$ cat src/hw/rtl/spca_pkg.sv
// spca_pkg: shared types and constants of the spike pca projector
// used by spca_front, spca_back and spike_pca_projector_core
`timescale 1ns / 1ps
package spca_pkg;

  localparam int MaxChannels   = 16;
  localparam int MaxWindow     = 64;
  localparam int MaxComponents = 3;
  localparam int MaxWaveLen    = 64;
  localparam int AccW          = 49;
  localparam int TabDepth      = MaxChannels * MaxWindow;
  localparam int TabAw         = $clog2(TabDepth);
  localparam int ChW           = $clog2(MaxChannels);
  localparam int PosW          = $clog2(MaxWindow);
  localparam int CompW         = 2;

  typedef enum logic [1:0] {
    REQ_SAMPLE = 2'd0,
    REQ_MEAN   = 2'd1,
    REQ_COEF   = 2'd2,
    REQ_NONE   = 2'd3
  } req_e;

  typedef enum logic [2:0] {
    REG_NCH     = 3'd0,
    REG_WLEN    = 3'd1,
    REG_NCOMP   = 3'd2,
    REG_SHIFT   = 3'd3,
    REG_CENTER  = 3'd4,
    REG_PEAK    = 3'd5,
    REG_WAVE    = 3'd6,
    REG_UNUSED  = 3'd7
  } reg_e;

  typedef struct packed {
    req_e               req;
    logic signed [15:0] sample;
    logic [ChW-1:0]     ch;
    logic [PosW-1:0]    pos;
    logic [CompW-1:0]   comp;
    logic signed [23:0] mean;
    logic signed [17:0] coef;
  } item_t;

  typedef struct packed {
    logic [4:0] n_channels;
    logic [6:0] window_len;
    logic [1:0] n_components;
    logic [5:0] rec_shift;
    logic       centered;
    logic       peak_enable;
    logic [6:0] waveform_len;
  } cfg_t;

endpackage

$ cat src/hw/rtl/spca_front.sv
// spca_front: accepts input words, classifies them and queues them
// depends on spca_pkg
`timescale 1ns / 1ps
module spca_front (
  input  logic                 clk_i,
  input  logic                 rst_ni,
  input  logic                 s_axis_tvalid,
  output logic                 s_axis_tready,
  input  logic [71:0]          s_axis_tdata,  // sample, load_channel, load_position,
                                              // load_component, mean_value, coef_value
  input  logic [1:0]           s_axis_tuser,  // req_type
  output logic                 item_valid_o,
  input  logic                 item_ready_i,
  output spca_pkg::item_t      item_o
);
  import spca_pkg::*;

  localparam int Depth = 4;
  localparam int PtrW  = $clog2(Depth);

  item_t            queue_q [Depth];
  logic [PtrW-1:0]  wr_ptr_q, rd_ptr_q;
  logic [PtrW:0]    cnt_q;
  item_t            cls;
  logic             keep, push, pop;

  // classify: unknown requests and out-of-range coefficient loads are dropped
  always_comb begin
    cls.req    = req_e'(s_axis_tuser);
    cls.sample = $signed(s_axis_tdata[15:0]);
    cls.ch     = s_axis_tdata[19:16];
    cls.pos    = s_axis_tdata[25:20];
    cls.comp   = s_axis_tdata[27:26];
    cls.mean   = $signed(s_axis_tdata[51:28]);
    cls.coef   = $signed(s_axis_tdata[69:52]);
    case (cls.req)
      REQ_SAMPLE, REQ_MEAN: keep = 1'b1;
      REQ_COEF:             keep = (cls.comp < CompW'(MaxComponents));
      default:              keep = 1'b0;
    endcase
  end

  assign s_axis_tready = (cnt_q != (PtrW+1)'(Depth));
  assign push          = s_axis_tvalid && s_axis_tready && keep;
  assign item_valid_o  = (cnt_q != '0);
  assign pop           = item_valid_o && item_ready_i;
  assign item_o        = queue_q[rd_ptr_q];

  always_ff @(posedge clk_i) begin
    if (push) begin
      queue_q[wr_ptr_q] <= cls;
    end
  end

  always_ff @(posedge clk_i or negedge rst_ni) begin
    if (!rst_ni) begin
      wr_ptr_q <= '0;
      rd_ptr_q <= '0;
      cnt_q    <= '0;
    end else begin
      if (push) wr_ptr_q <= wr_ptr_q + 1'b1;
      if (pop)  rd_ptr_q <= rd_ptr_q + 1'b1;
      cnt_q <= cnt_q + (PtrW+1)'(push) - (PtrW+1)'(pop);
    end
  end

endmodule

$ cat config.mk
export PLATFORM = sky130hd
export DESIGN_NAME = spca_front
export DESIGN_NICKNAME = d
export VERILOG_FILES = /design/src/hw/rtl/spca_pkg.sv /design/src/hw/rtl/spca_front.sv
export SDC_FILE = /design/constraint.sdc
export NUM_CORES = 1
export LEC_CHECK = 0
export BUFFER_PORTS_ARGS = -buffer_cell sky130_fd_sc_hd__clkbuf_2
export CORE_ASPECT_RATIO = 1.1
export CORE_MARGIN = 1
export CORE_UTILIZATION = 55
export CTS_CLUSTER_DIAMETER = 150
export DETAILED_ROUTE_END_ITERATION = 6
export PLACE_DENSITY = 0.77
export SKIP_CTS_REPAIR_TIMING = 1
export SLEW_MARGIN = 25
export SYNTH_ARGS = -nofsm -noshare
export SYNTH_HDL_FRONTEND = slang
export SYNTH_SLANG_ARGS = --single-unit
$ cat constraint.sdc
create_clock -name clk_i -period 3.1 [get_ports clk_i]
set_clock_uncertainty 0.2 [all_clocks]
set_input_delay 0.775 -clock clk_i [delete_from_list [all_inputs] [get_ports clk_i]]
set_output_delay 0.775 -clock clk_i [all_outputs]
set_load 0.05 [all_outputs]
==> impl_results.md, run 1 <==
- Latest clock arrival within the worst-skew pair: about 0.5 ns
- Relative slew slack: 0.7589
- CTS Root Cell: clkbuf_16
- Min Tclk post-route: between 3 and 4 ns
- Die area: between 20000 and 25000 um^2
- MaxCap Viol Count: 0
- Worst endpoint data arrival time: about 2.1 ns
- WHS: between 0.2 and 0.3 ns
- Tcrit/Tclk final: 0.9811
- Crit-path most repeated cell: buf_12
- PwrDens: roughly 1000 nW/um^2
- Count of pins over their slew limit: 0
- Leakage: between 4 and 5 nW
- Mean Syn Cell Area: between 20 and 30 um^2
- Initial antenna violation count: 1
- FF+latch count, synth: ~300
- Total CTS buffers: 27
- GPL Wtd Cong: 0.7038
- Mapped Nets: 499
- Most common cell after layout, fill and taps aside: edfxtp_1
- Clk sinks: slightly below 300
- Vias in the first global route: roughly 5300
- Mapped cell area: ~11000 um^2
- Synth-to-layout area growth: 19.49%
- Clk slew on worst S/H paths: ~0.060 ns
- Most frequent cells in the layout: 288 x edfxtp_1, 140 x clkbuf_2, 72 x mux4_2, 27 x clkbuf_16, 14 x buf_12
- Seq/Total Area, Yosys: 0.8135
- Routed Antenna Nets: 0
- 1st-iter DRT viols: ~300
- Share of layout cells above drive strength 1: 0.4662
- Max incr delay on CP: 0.52 ns
- Critical path's top delay family: buffers and inverters
- IO Pins: roughly 150
- GR Overflow Total: 0
- Startpoint Class: register
- Crit end category: output pin
- PnR worst setup slack: between 0.05 and 0.06 ns
- Die X: ~140 um
- R2r setup slk: 0.66 ns
- Fin nets: slightly below 700
- Warnings, synthesis: 0
- Outcome: finished clean
- Reg-to-reg startpoint: cnt_q[1]
- First-pass GRT wire length: between 20000 and 30000 um
- Vias/cell: between 5 and 6
- Fmax: roughly 0.33 GHz
- Final hold violations: 0
- Finish-stage setup viols: 0
- CP Max Fanout: 16
- Number of diodes: 0
- Max stage delay cell, worst path: mux4_2
- Hold path startpoint: s_axis_tdata[18]
- Starting density of the core: 0.5640
- DR pass1 iterations: 4
- Place WS: 0.1395 ns
- Worst Path Required: approximately 2.1 ns
- Final Core Density: 0.6740
- Max VDD drop: 0.0006873 V
- WL per Instance: between 20 and 25 um
- WS Path Type: reg -> out
- Core ar.: just under 20000 um^2
- Min-Delay Path Depth: 1
- Min-Delay Path Class: in -> reg
- Drt total wl: 18750 um
- Worst Reg-to-Reg Cells: 9
- Die height: ~150 um
- IO buf count: about 150
- Slew @ Worst Pin: roughly 0.36 ns
- Synth unique cells: 19
- Row count: 53
- CTS H-tree lvls: 1
- GRT Total Usage: 0.1897
- Clock Tree Buf Depth: 3
- Drc violations: 0
- CTS tree: done
- Largest net degree at the start of global routing: 49
- Via Count: between 4000 and 5000
- Post-synthesis instance total: 414
- WP buf/inv: 3
- WHS Endpoint: queue_q[3][52]
- Final HPWL DP: 11840 um
- CP cell instances: buf_12 -> buf_12 -> mux4_2 -> clkbuf_2
- Worst r2r dst: cnt_q[2]
[synth_stat cells]
library cell / count / area [um^2]
o31a_2: 1 / 10.01
dfrtp_1: 7 / 175.2
and2_2: 4 / 30.03
a221oi_4: 1 / 26.28
fa_1: 1 / 20.02
inv_1: 7 / 26.28
nand2_1: 2 / 7.510
a21o_1: 1 / 7.510
buf_6: 7 / 78.83
buf_4: 1 / 7.510
mux2_4: 1 / 15.01
xor2_1: 2 / 17.52
xnor2_1: 3 / 26.28
ha_1: 6 / 75.07
or3_2: 1 / 7.510
edfxtp_1: 288 / 8648
nor2_2: 1 / 6.260
buf_2: 8 / 40.04
mux4_2: 72 / 1622
[cell type report]
class | instances | area (um^2)
Clock buffer | 42 | 762.0
Clock inverter | 6 | 27.53
Fill cell | 1245 | 6270
Inverter | 7 | 26.28
Multi-Input combinational cell | 96 | 1876
Sequential cell | 295 | 8831
Tap cell | 247 | 309.0
Timing Repair Buffer | 176 | 1130
[state kept, by name, summed over array words and instances (netlist names)]
name	count
wr_ptr_q	2
queue_q	288
cnt_q	3
rd_ptr_q	2
[where the power goes]
| group | switching, mW | internal [mW] | leakage (nW) |
|---|---|---|---|
| registers | 0.202 | 5.03 | 2.70 |
| logic | 3.59 | 1.76 | 1.41 |
| clock network | 1.28 | 1.68 | 0.379 |
[cell families after synthesis]
kind of cell               count (synthesis)  share of synthesized area
AOI/OAI and AO/OA                          3                   0.004038
xor gates and xnor gates                   5                   0.004038
adders and majority gates                  7                   0.008767
buffers and inverters                     23                    0.01407
DFF                                      295                     0.8135
muxes                                     73                     0.1509
and+or+nand+nor                            8                   0.004730
[through the flow]
stage / area (um^2) / power [mW] / TNS [ns] / cells
CTS: 12880 / 13.60 / -6.031 / 863
floorplan: 10850 / 9.365 / 0 / 414
global route: 12960 / 14.08 / -0.02444 / 869
detailed placement: 12100 / 10.64 / 0 / 815
finish: 12960 / 13.55 / 0 / 869
global placement: 12100 / 10.53 / 0 / 815
[layer usage]
metal	up-vias	track usage	part of all wire
met2	140	0.3375	0.53
met3	29	0.03874	0.053
met5	-	0	0.00069
met4	2	0.05556	0.018
met1	2546	0.2347	0.40
li1	2159	-	-
[worst max path at each step]
stage                     startpoint  slack (ns)             to  cells after the start
floorplan           s_axis_tdata[27]        0.19  queue_q[0][0]                      3
global placement     s_axis_tuser[0]        0.20       cnt_q[2]                     10
detailed placement   s_axis_tuser[0]        0.14       cnt_q[2]                     10
CTS                      rd_ptr_q[0]       -0.15     item_o[61]                      3
global route             rd_ptr_q[0]      -0.006     item_o[33]                      4
finish                   rd_ptr_q[0]        0.06     item_o[51]                      4
Note: power is estimated with default switching activity, not from simulation.
==> run 2: changes to the inputs <==
CORE_MARGIN = 2   (was 1)
==> impl_results.md, run 2 (same netlist as run 1, synthesis figures left out) <==
- Max VDD drop: between 0.0008 and 0.0009 V
- Share of layout cells above drive strength 1: 0.4677
- Initial antenna violation count: 1
- PnR worst setup slack: about 0.058 ns
- GPL Wtd Cong: around 0.74
- Latest clock arrival within the worst-skew pair: roughly 0.52 ns
- CP Max Fanout: 17
- First-pass GRT wire length: around 28000 um
- CTS H-tree lvls: 1
- WP buf/inv: 2
- Final HPWL DP: approximately 12000 um
- Startpoint Class: register
- Slew @ Worst Pin: about 0.32 ns
- Finish-stage setup viols: 0
- Die height: 151.3 um
- Fin area: between 10000 and 15000 um^2
- PwrDens: 1045 nW/um^2
- GR Overflow Total: 0
- Fillers: 1214
- Leakage: roughly 4.5 nW
- Pwr Total: around 14 mW
- Biggest register: queue_q
- Worst Path Required: ~2.1 ns
- CTS tree: done
- Largest register FFs: 288
- Post-DP Area: around 12000 um^2
- Total CTS buffers: 27
- Post-Place Cells: around 800
- Max incr delay on CP: roughly 0.54 ns
- Max stage delay cell, worst path: dfrtp_4
- Clk sinks: between 200 and 300
- Core ar.: 19230 um^2
- MaxCap Viol Count: 0
- Synth-to-layout area growth: 19.99%
- Largest regs: queue_q (288), cnt_q (3)
- Largest net degree at the start of global routing: 42
- WL per Instance: between 20 and 25 um
- CP cell instances: buf_12 -> mux4_2 -> clkbuf_2
- GRT Total Usage: 0.1832
- Routed Antenna Nets: 0
- Most common cell after layout, fill and taps aside: edfxtp_1
- Final hold violations: 0
- Row count: 53
- IO Pins: 152
- Worst endpoint data arrival time: just over 2 ns
- Vias/cell: 5.555
- IO buf count: 149
- Drc violations: 0
- Outcome: finished clean
- WHS: 0.2697 ns
- Fin nets: approximately 700
- Most frequent cells in the layout: 288 x edfxtp_1, 123 x clkbuf_2, 72 x mux4_2, 27 x clkbuf_16, 26 x buf_2
- Starting density of the core: 0.5640
- Clk slew on worst S/H paths: ~0.06 ns
- Place WS: a little over 0.09 ns
- Critical path's top delay family: flip-flops
- Drt total wl: around 19000 um
- Min Tclk post-route: 3.042 ns
- 1st-iter DRT viols: a little under 300
- Vias in the first global route: ~5300
- Min-Delay Path Class: in -> reg
- Relative slew slack: 0.7883
- Post-route insts no fill: just under 900
- Clock Tree Buf Depth: 3
- Final Core Density: 0.6768
- Crit end category: output pin
- Via Count: around 4800
- CTS Root Cell: clkbuf_16
- Fmax: about 0.33 GHz
- WS Path Type: reg -> out
- Count of pins over their slew limit: 0
- DR pass1 iterations: 4
- Die area: 20860 um^2
- Die X: ~140 um
- Tcrit/Tclk final: 0.9812
- Final TNS setup: 0 ns
-- run 2: cell type report --
type                            count  area, um^2  area share
Sequential cell                   295        8831      0.6785
Timing Repair Buffer              175        1164     0.08941
Tap cell                          247       309.0     0.02375
Multi-Input combinational cell     96        1876      0.1441
Clock buffer                       39       740.7     0.05691
Antenna cell                        1       2.502   0.0001923
Inverter                            7       26.28    0.002019
Clock inverter                      8       66.31    0.005095
-- run 2: worst paths after layout --
kind                                   from        endpoint  slack (ns)  cells past startpoint
setup / recovery                rd_ptr_q[0]      item_o[70]        0.06                      3
hold / removal             s_axis_tdata[22]  queue_q[0][46]        0.27                      1
setup reg to reg                   cnt_q[1]        cnt_q[2]        0.64                      9
hold reg to reg                 wr_ptr_q[1]     wr_ptr_q[1]        0.38                      1
max in group asynchronous            rst_ni     rd_ptr_q[1]        2.03                      2
min in group asynchronous            rst_ni        cnt_q[2]        0.47                      2
-- run 2: worst reg2reg max path, stage by stage, from the launching register on --
cell	delay (ns)
dfrtp_1	0.43
nor2_2	0.09
a221oi_4	0.31
inv_1	0.08
ha_1	0.29
inv_1	0.04
ha_1	0.18
fa_1	0.38
xor2_1	0.18
xnor2_1	0.19
-- run 2: report_power, final --
group          total, mW  internal [mW]  switching (mW)
clock               3.01           1.73            1.28
sequential          5.28           5.03           0.243
combinational       5.32           1.77            3.54
total               13.6           8.54            5.07
-- run 2: per-layer routing --
| metal | up-vias | part of all wire | global-route usage |
|---|---|---|---|
| li1 | 2152 | - | - |
| met2 | 139 | 0.54 | 0.3265 |
| met1 | 2505 | 0.38 | 0.2264 |
| met3 | 26 | 0.062 | 0.03949 |
| met4 | 0 | 0.020 | 0.05357 |
| met5 | - | 0 | 0 |
